===== src/rtl/jdm_pkg.sv =====
package jdm_pkg;

  localparam int DEADBAND_W   = 15;
  localparam int DUTY_W       = 8;
  localparam int AXIS_W       = 16;
  localparam int HIST_W       = 4;
  localparam int CFG_INDEX_W  = 1;
  localparam int CFG_DATA_W   = 15;
  localparam int IN_TDATA_W   = 40;
  localparam int OUT_TDATA_W  = 24;

  localparam logic [AXIS_W-1:0]     AXIS_CENTER      = 16'h8000;
  localparam logic [DEADBAND_W-1:0] DEADBAND_RESET   = 15'd512;
  localparam logic [DUTY_W-1:0]     BRAKE_DUTY_RESET = 8'd217;
  localparam logic [DUTY_W-1:0]     DUTY_MAX         = 8'hff;

  // Newest sample in bit 0: on, on, off, off.
  localparam logic [HIST_W-1:0]     PRESS_PATTERN    = 4'b0011;

  localparam logic [CFG_INDEX_W-1:0] CFG_DEADBAND   = 1'b0;
  localparam logic [CFG_INDEX_W-1:0] CFG_BRAKE_DUTY = 1'b1;

  typedef struct packed {
    logic down;
    logic light;
    logic reset_btn;
    logic up;
    logic brake;
  } button_set_t;

  typedef struct packed {
    logic down_out;
    logic up_out;
    logic light_out;
    logic reset_out;
    logic brake_latch;
  } button_out_t;

  typedef struct packed {
    logic              pos;
    logic              neg;
    logic [DUTY_W-1:0] mag;
  } axis_zone_t;

  typedef struct packed {
    logic              brake_left;
    logic              brake_right;
    logic [DUTY_W-1:0] duty_one;
    logic [DUTY_W-1:0] duty_two;
  } drive_cmd_t;

endpackage


===== src/rtl/jdm_axis.sv =====
module jdm_axis (
  input  logic [jdm_pkg::AXIS_W-1:0]     axis,
  input  logic [jdm_pkg::DEADBAND_W-1:0] deadband,
  output jdm_pkg::axis_zone_t            zone
);

  logic signed [jdm_pkg::AXIS_W-1:0] offset;
  logic signed [jdm_pkg::AXIS_W:0]   offset_w;
  logic signed [jdm_pkg::AXIS_W:0]   db_w;
  logic [jdm_pkg::AXIS_W-1:0]        abs_val;

  // Subtracting the center is the same as flipping the top bit.
  assign offset   = signed'(axis ^ jdm_pkg::AXIS_CENTER);
  assign offset_w = {offset[jdm_pkg::AXIS_W-1], offset};
  assign db_w     = signed'({2'b00, deadband});
  assign abs_val  = offset[jdm_pkg::AXIS_W-1] ? (~unsigned'(offset) + 16'd1)
                                              : unsigned'(offset);

  always_comb begin
    zone.pos = offset_w > db_w;
    zone.neg = offset_w < -db_w;
    zone.mag = abs_val[jdm_pkg::AXIS_W-1] ? jdm_pkg::DUTY_MAX : abs_val[14:7];
  end

endmodule


===== src/rtl/jdm_buttons.sv =====
module jdm_buttons (
  input  logic                 clk,
  input  logic                 rst,
  input  logic                 en,
  input  jdm_pkg::button_set_t btn,
  output jdm_pkg::button_out_t lines
);

  logic                        prev_up;
  logic                        prev_down;
  logic [jdm_pkg::HIST_W-1:0]  light_history;
  logic [jdm_pkg::HIST_W-1:0]  brake_history;
  logic [jdm_pkg::HIST_W-1:0]  reset_history;
  logic [jdm_pkg::HIST_W-1:0]  light_history_next;
  logic [jdm_pkg::HIST_W-1:0]  brake_history_next;
  logic [jdm_pkg::HIST_W-1:0]  reset_history_next;

  assign light_history_next = {light_history[jdm_pkg::HIST_W-2:0], btn.light};
  assign brake_history_next = {brake_history[jdm_pkg::HIST_W-2:0], btn.brake};
  assign reset_history_next = {reset_history[jdm_pkg::HIST_W-2:0], btn.reset_btn};

  always_ff @(posedge clk) begin
    if (rst) begin
      prev_up       <= 1'b0;
      prev_down     <= 1'b0;
      light_history <= '0;
      brake_history <= '0;
      reset_history <= '0;
      lines         <= '0;
    end else if (en) begin
      prev_up       <= btn.up;
      prev_down     <= btn.down;
      light_history <= light_history_next;
      brake_history <= brake_history_next;
      reset_history <= reset_history_next;
      if (prev_down == btn.down) begin
        lines.down_out <= btn.down;
      end
      if (prev_up == btn.up) begin
        lines.up_out <= btn.up;
      end
      if (light_history_next == jdm_pkg::PRESS_PATTERN) begin
        lines.light_out <= ~lines.light_out;
      end
      if (brake_history_next == jdm_pkg::PRESS_PATTERN) begin
        lines.brake_latch <= ~lines.brake_latch;
      end
      if (reset_history_next == jdm_pkg::PRESS_PATTERN) begin
        lines.reset_out <= ~lines.reset_out;
      end
    end
  end

endmodule


===== src/rtl/jdm_mix.sv =====
module jdm_mix (
  input  logic                           clk,
  input  logic                           rst,
  input  logic                           en,
  input  logic [jdm_pkg::DEADBAND_W-1:0] deadband,
  input  logic [jdm_pkg::DUTY_W-1:0]     brake_duty,
  input  logic [jdm_pkg::AXIS_W-1:0]     drive_axis,
  input  logic [jdm_pkg::AXIS_W-1:0]     steer_axis,
  output jdm_pkg::drive_cmd_t            cmd
);

  jdm_pkg::axis_zone_t          drive_zone;
  jdm_pkg::axis_zone_t          steer_zone;
  jdm_pkg::drive_cmd_t          cmd_next;
  logic                         prev_center;
  logic                         prev_neutral;
  logic                         prev_right;
  logic                         prev_left;
  logic                         center;
  logic                         neutral;
  logic [jdm_pkg::DUTY_W-1:0]   speed_value;
  logic [jdm_pkg::DUTY_W-1:0]   steer_value;
  logic [jdm_pkg::DUTY_W-1:0]   speed_value_next;
  logic [jdm_pkg::DUTY_W-1:0]   steer_value_next;

  jdm_axis u_drive_axis (
    .axis     (drive_axis),
    .deadband (deadband),
    .zone     (drive_zone)
  );

  jdm_axis u_steer_axis (
    .axis     (steer_axis),
    .deadband (deadband),
    .zone     (steer_zone)
  );

  assign neutral = ~(drive_zone.pos | drive_zone.neg);
  assign center  = ~(steer_zone.pos | steer_zone.neg);
  assign speed_value_next = neutral ? speed_value : drive_zone.mag;
  assign steer_value_next = center  ? steer_value : steer_zone.mag;

  always_comb begin
    cmd_next = cmd;
    if (prev_center && center && prev_neutral && neutral) begin
      cmd_next = '{brake_left: 1'b1, brake_right: 1'b1,
                   duty_one: brake_duty, duty_two: brake_duty};
    end else if (prev_center && center) begin
      cmd_next = '{brake_left: 1'b0, brake_right: 1'b0,
                   duty_one: speed_value_next, duty_two: speed_value_next};
    end else if (prev_right && steer_zone.neg) begin
      cmd_next = '{brake_left: 1'b0, brake_right: 1'b1,
                   duty_one: speed_value_next, duty_two: steer_value_next};
    end else if (prev_left && steer_zone.pos) begin
      cmd_next = '{brake_left: 1'b1, brake_right: 1'b0,
                   duty_one: steer_value_next, duty_two: speed_value_next};
    end
  end

  always_ff @(posedge clk) begin
    if (rst) begin
      prev_center  <= 1'b0;
      prev_neutral <= 1'b0;
      prev_right   <= 1'b0;
      prev_left    <= 1'b0;
      speed_value  <= '0;
      steer_value  <= '0;
      cmd          <= '0;
    end else if (en) begin
      prev_center  <= center;
      prev_neutral <= neutral;
      prev_right   <= steer_zone.neg;
      prev_left    <= steer_zone.pos;
      speed_value  <= speed_value_next;
      steer_value  <= steer_value_next;
      cmd          <= cmd_next;
    end
  end

endmodule


===== src/rtl/joystick_drive_mixer_top.sv =====
// Joystick drive mixer: turns received command frames into line and PWM
// duty commands for a two-wheel drive.
// Each item on the input stream is one valid frame; each frame yields exactly
// one item on the output stream carrying the full set of output lines.
// A frame is captured in an input register; the button, axis and mode logic
// then loads the held output state, which is what the output stream presents.
// One item per cycle is accepted as long as the receiver takes items; the
// input side stays ready while a finished item waits if the input register
// is empty, so at most one frame is buffered behind a stalled output.
// When the receiver stalls, the held state does not move and the input
// register fills, after which s_axis_tready drops until the output is taken.
// Configuration: cfg_we writes cfg_data to register cfg_index
// (0: deadband, 1: brake duty); write only while no item is in flight.
// Reset (rst, synchronous) empties both stages, clears all history and
// held outputs, and loads deadband 512 and brake duty 217.
module joystick_drive_mixer_top (
  input  logic                            clk,
  input  logic                            rst,
  input  logic                            s_axis_tvalid,
  output logic                            s_axis_tready,
  // down_button, light_button, reset_button, up_button, brake_button,
  // drive_axis[15:0], steer_axis[15:0], zero fill
  input  logic [jdm_pkg::IN_TDATA_W-1:0]  s_axis_tdata,
  output logic                            m_axis_tvalid,
  input  logic                            m_axis_tready,
  // down_out, up_out, light_out, reset_out, brake_latch, brake_left,
  // brake_right, duty_one[7:0], duty_two[7:0], zero fill
  output logic [jdm_pkg::OUT_TDATA_W-1:0] m_axis_tdata,
  input  logic                            cfg_we,
  input  logic [jdm_pkg::CFG_INDEX_W-1:0] cfg_index,
  input  logic [jdm_pkg::CFG_DATA_W-1:0]  cfg_data
);

  logic                           in_valid;
  logic [36:0]                    in_data;
  logic                           advance;
  logic [jdm_pkg::DEADBAND_W-1:0] deadband;
  logic [jdm_pkg::DUTY_W-1:0]     brake_duty;
  jdm_pkg::button_set_t           btn;
  jdm_pkg::button_out_t           lines;
  jdm_pkg::drive_cmd_t            cmd;

  assign advance       = in_valid && (!m_axis_tvalid || m_axis_tready);
  assign s_axis_tready = !in_valid || advance;

  always_ff @(posedge clk) begin
    if (rst) begin
      in_valid      <= 1'b0;
      m_axis_tvalid <= 1'b0;
    end else begin
      if (s_axis_tready) begin
        in_valid <= s_axis_tvalid;
      end
      if (advance) begin
        m_axis_tvalid <= 1'b1;
      end else if (m_axis_tready) begin
        m_axis_tvalid <= 1'b0;
      end
    end
  end

  always_ff @(posedge clk) begin
    if (s_axis_tready && s_axis_tvalid) begin
      in_data <= s_axis_tdata[36:0];
    end
  end

  always_ff @(posedge clk) begin
    if (rst) begin
      deadband   <= jdm_pkg::DEADBAND_RESET;
      brake_duty <= jdm_pkg::BRAKE_DUTY_RESET;
    end else if (cfg_we) begin
      unique case (cfg_index)
        jdm_pkg::CFG_DEADBAND:   deadband   <= cfg_data;
        jdm_pkg::CFG_BRAKE_DUTY: brake_duty <= cfg_data[jdm_pkg::DUTY_W-1:0];
        default: ;
      endcase
    end
  end

  assign btn = '{down: in_data[0], light: in_data[1], reset_btn: in_data[2],
                 up: in_data[3], brake: in_data[4]};

  jdm_buttons u_buttons (
    .clk   (clk),
    .rst   (rst),
    .en    (advance),
    .btn   (btn),
    .lines (lines)
  );

  jdm_mix u_mix (
    .clk        (clk),
    .rst        (rst),
    .en         (advance),
    .deadband   (deadband),
    .brake_duty (brake_duty),
    .drive_axis (in_data[20:5]),
    .steer_axis (in_data[36:21]),
    .cmd        (cmd)
  );

  assign m_axis_tdata = {1'b0, cmd.duty_two, cmd.duty_one, cmd.brake_right,
                         cmd.brake_left, lines.brake_latch, lines.reset_out,
                         lines.light_out, lines.up_out, lines.down_out};

`ifndef SYNTHESIS
  a_ready_when_out_free: assert property (@(posedge clk) disable iff (rst)
    !m_axis_tvalid |-> s_axis_tready)
    else $error("input side stalled while the output slot is free");

  a_stall_means_full: assert property (@(posedge clk) disable iff (rst)
    !s_axis_tready |-> in_valid && m_axis_tvalid && !m_axis_tready)
    else $error("input side stalled without a buffered item");

  a_brake_duty_match: assert property (@(posedge clk) disable iff (rst)
    cmd.brake_left && cmd.brake_right |-> cmd.duty_one == cmd.duty_two)
    else $error("both brakes set with unequal duties");

  a_result_follows_advance: assert property (@(posedge clk) disable iff (rst)
    advance |=> m_axis_tvalid)
    else $error("processed item not presented on the output");
`endif

endmodule


===== config.mk =====
export PLATFORM = sky130hd
export DESIGN_NAME = joystick_drive_mixer_top
export DESIGN_NICKNAME = d
export VERILOG_FILES = /design/src/rtl/jdm_pkg.sv /design/src/rtl/jdm_axis.sv /design/src/rtl/jdm_buttons.sv /design/src/rtl/jdm_mix.sv /design/src/rtl/joystick_drive_mixer_top.sv
export SDC_FILE = /design/constraint.sdc
export NUM_CORES = 1
export LEC_CHECK = 0
export ABC_AREA = 1
export BUFFER_PORTS_ARGS = -buffer_cell sky130_fd_sc_hd__clkbuf_2
export CAP_MARGIN = 25
export CORE_MARGIN = 2
export CORE_UTILIZATION = 59
export CTS_CLUSTER_SIZE = 30
export DETAILED_ROUTE_END_ITERATION = 8
export HOLD_SLACK_MARGIN = 0.1
export PLACE_DENSITY = 0.88
export SYNTH_ARGS = -nofsm -noshare
export SYNTH_HDL_FRONTEND = slang
export SYNTH_SLANG_ARGS = --single-unit

===== constraint.sdc =====
create_clock -name clk -period 3.75 [get_ports clk]
set_input_delay 0.75 -clock clk [delete_from_list [all_inputs] [get_ports clk]]
set_output_delay 0.75 -clock clk [all_outputs]
set_load 0.02 [all_outputs]

==> impl_metrics.toml <==
[status]
status = "finished with violations"
violations = "design-rule violations"

[sta]
layout_min_cycle_time_ps = 3475
hold_viol_final = 0
fmax_ghz = 0.2878
skew_ps = 5.723
tns_ps = 0
post-route-period-util_pct = 92.67
finalSetupViolCount = 0
fin_ws_ps = 274.8
maxSlewViolCount = 0

[die]
row_count = 39
die_height_um = 113.0
initial_core_util_pct = 60.89
num_io_pins = 87
core_area_um2 = 11520
die_x_um = 113.0
die_area_um2 = 12770

[drt]
drc = 2
avgRoutedWirePerCell_um = 14.81
dr.pass1.iters = 7
drt-initial-drc-count = 439
postRouteAntennaNets = 0
vias_per_cell = 5.586
drt-total-wl_mm = 17.55
vias = 6620

[cells_and_area]
drive_above_1_share_pct = 18.52
nets = 1149
antenna_cells = 0
n_fill_cell = 848
final_cell_mix = "nand2_1 (216), inv_1 (126), clkbuf_2 (82)"
syn2layout_area_growth_pct = 18.49
finish.utilization_pct = 72.14
fin_cells = 1185
layout_commonest_cell = "nand2_1"

[power_and_ir_drop]
p_per_area_nw_per_um2 = 448.9
finalPower_uw = 3730
p_leak_uw = 0.004108
peakVddDrop_uv = 367.1

[placed_design]
place_inst = 1149
io_buffers = 82
place_congestion = 0.9301
dp_slack_ps = 160.7
hpwlAfterDp_mm = 12.54

[grt]
grt_usage_pct = 28.24
grt_overflow = 0
antenna_found_initial = 0
grt_max_degree = 43
grt_pass1_wl_mm = 28.79
grt_pass1_vias = 6346

[cts]
numCtsBuffers = 17
cts_tree = "yes"
cts.sinks = 116
insertion_delay_ps = 420
cts_buffer_depth = 2
clkTransAtPathRegs_ps = 50
root_buffer = "clkbuf_16"
ctsHoldBuffers = 0
htree_levels = 4

[setup_path]
critical_path_required_ps = 4100
max_stage_delay_ps = 350
worst-setup-path-type = "reg -> reg"
cp_common_cell = "nand2_1"
crit_chain = "inv_1, ha_2, nand2_2, nor2_2, nand2_1, nor4_2, xor2_1, ha_1, a21oi_1, nor2_1, a211oi_2, nand2_1, inv_2, nand2_1, nand2_4, nand2_1, nand2_2, buf_4, clkinvlp_4, nand2_1, nand3_1, a21oi_1"
cp_num_buf_inv = 4
crit_family = "simple AND/OR/NAND/NOR gates"
cp_max_fo = 9
cp-end-kind = "register"
arrival_ps = 3830
crit_slowest_cell = "dfxtp_2"
cp-start-kind = "register"

[synthesis]
syn_area_um2 = 7012
avgSynthCellArea_um2 = 7.556
yosysWarnings = 0
synth_ff_type = "dfxtp_1"
synthDistinctLibCells = 38
yosys-top-cells-area = "dfxtp_1 (23%), edfxtp_1 (16%), nand2_1 (12%)"
async_flop_share_pct = 0
synth_cells = 928
yosys.area.top_type = "dfxtp_1"
synth_edf_count = 37
seq_area_frac_synth_pct = 38.40
syn_nets = 1048
synth_top_area_share_pct = 22.56
ys_ff_latch = 116

[flow_run]
maxCapViolCount = 0

[worst_hold_path]
hold_class = "reg -> reg"
-- cell usage after synthesis (4+ instances only) --
cell and n:
a211oi_1 5, o211ai_1 26, o21ai_0 48, nand2_2 11
buf_2 5, inv_2 4, xor2_1 17, clkbuf_1 16
edfxtp_1 37, dfxtp_1 79, nor2_1 77, nand2_1 217
nand3_1 42, ha_1 59, inv_1 128, nand3_2 5
nor3_1 7, nor2_2 8, nand4_1 27, clkinv_1 5
nor2_4 6, a21oi_1 71
-- stage by stage --
stage          hold WS (ps)  cell area (um^2)
2_1_floorplan         430.1              7012
3_3_place_gp          454.1              7649
3_5_place_dp          459.9              7649
4_1_cts               468.6              8223
5_1_grt               485.1              8308
6_report              466.0              8308
-- tightest hold or removal path, stage by stage, from the launching register on --
cell	delay (ps)
dfxtp_1	300
inv_1	60
a21oi_1	50
-- layout make-up --
| cell class | count | area (um^2) | area share (%) |
|---|---|---|---|
| timing repair buffer | 109 | 625.6 | 7.530 |
| clock buffer | 21 | 475.5 | 5.723 |
| sequential | 116 | 2694 | 32.42 |
| inverter | 137 | 518.0 | 6.235 |
| clock inverter | 11 | 98.84 | 1.190 |
| tap | 143 | 178.9 | 2.154 |
| multi-input combinational | 648 | 3717 | 44.74 |
-- metal layers --
metal	share of wire [%]	wire length (um)	global-route usage, %
met5	0	0	0
met4	2.7	479	11.54
met3	7.1	1242	7.606
met2	49	8684	48.78
met1	41	7145	33.30
-- power by group --
| group | switching (uW) | internal (uW) |
|---|---|---|
| sequential | 68.3 | 1380 |
| combinational | 447 | 271 |
| clock | 592 | 975 |
| total | 1110 | 2620 |
-- what timing repair did --
item,in CTS,in global routing
gates resized for setup,0,13
endpoints found under the setup margin,0,26
setup buffers,0,4
-- registers in the layout (all words and copies together) (netlist names), 3 cells and up --
name,cells
brake_duty,8
deadband,15
in_data,37
u_buttons.brake_history,3
u_buttons.light_history,3
u_buttons.lines,5
u_buttons.reset_history,3
u_mix.cmd,18
u_mix.speed_value,8
u_mix.steer_value,8
-- path summary, 6_finish.rpt --
| kind | startpoint | slack, ps | cells past startpoint | endpoint |
|---|---|---|---|---|
| worst max-delay path | deadband[0] | 270 | 22 | u_mix.cmd[7] |
| worst min-delay path | u_buttons.lines[0] | 470 | 2 | u_buttons.lines[0] |
| worst max register to register | deadband[0] | 270 | 22 | u_mix.cmd[7] |
| worst min register to register | u_buttons.lines[0] | 470 | 2 | u_buttons.lines[0] |
-- cells by family (layout without fill, tap and decap cells) --
family	Yosys count	count (layout)	share of synthesized area (%)
compound gates	156	156	12.46
xor+xnor	20	20	2.498
fa+ha+maj	59	59	10.53
buf+inv	164	278	9.297
flops	116	116	38.40
other cells	1	1	0.05348
simple gates	412	412	26.77
Note: power is estimated with default switching activity, not from simulation.
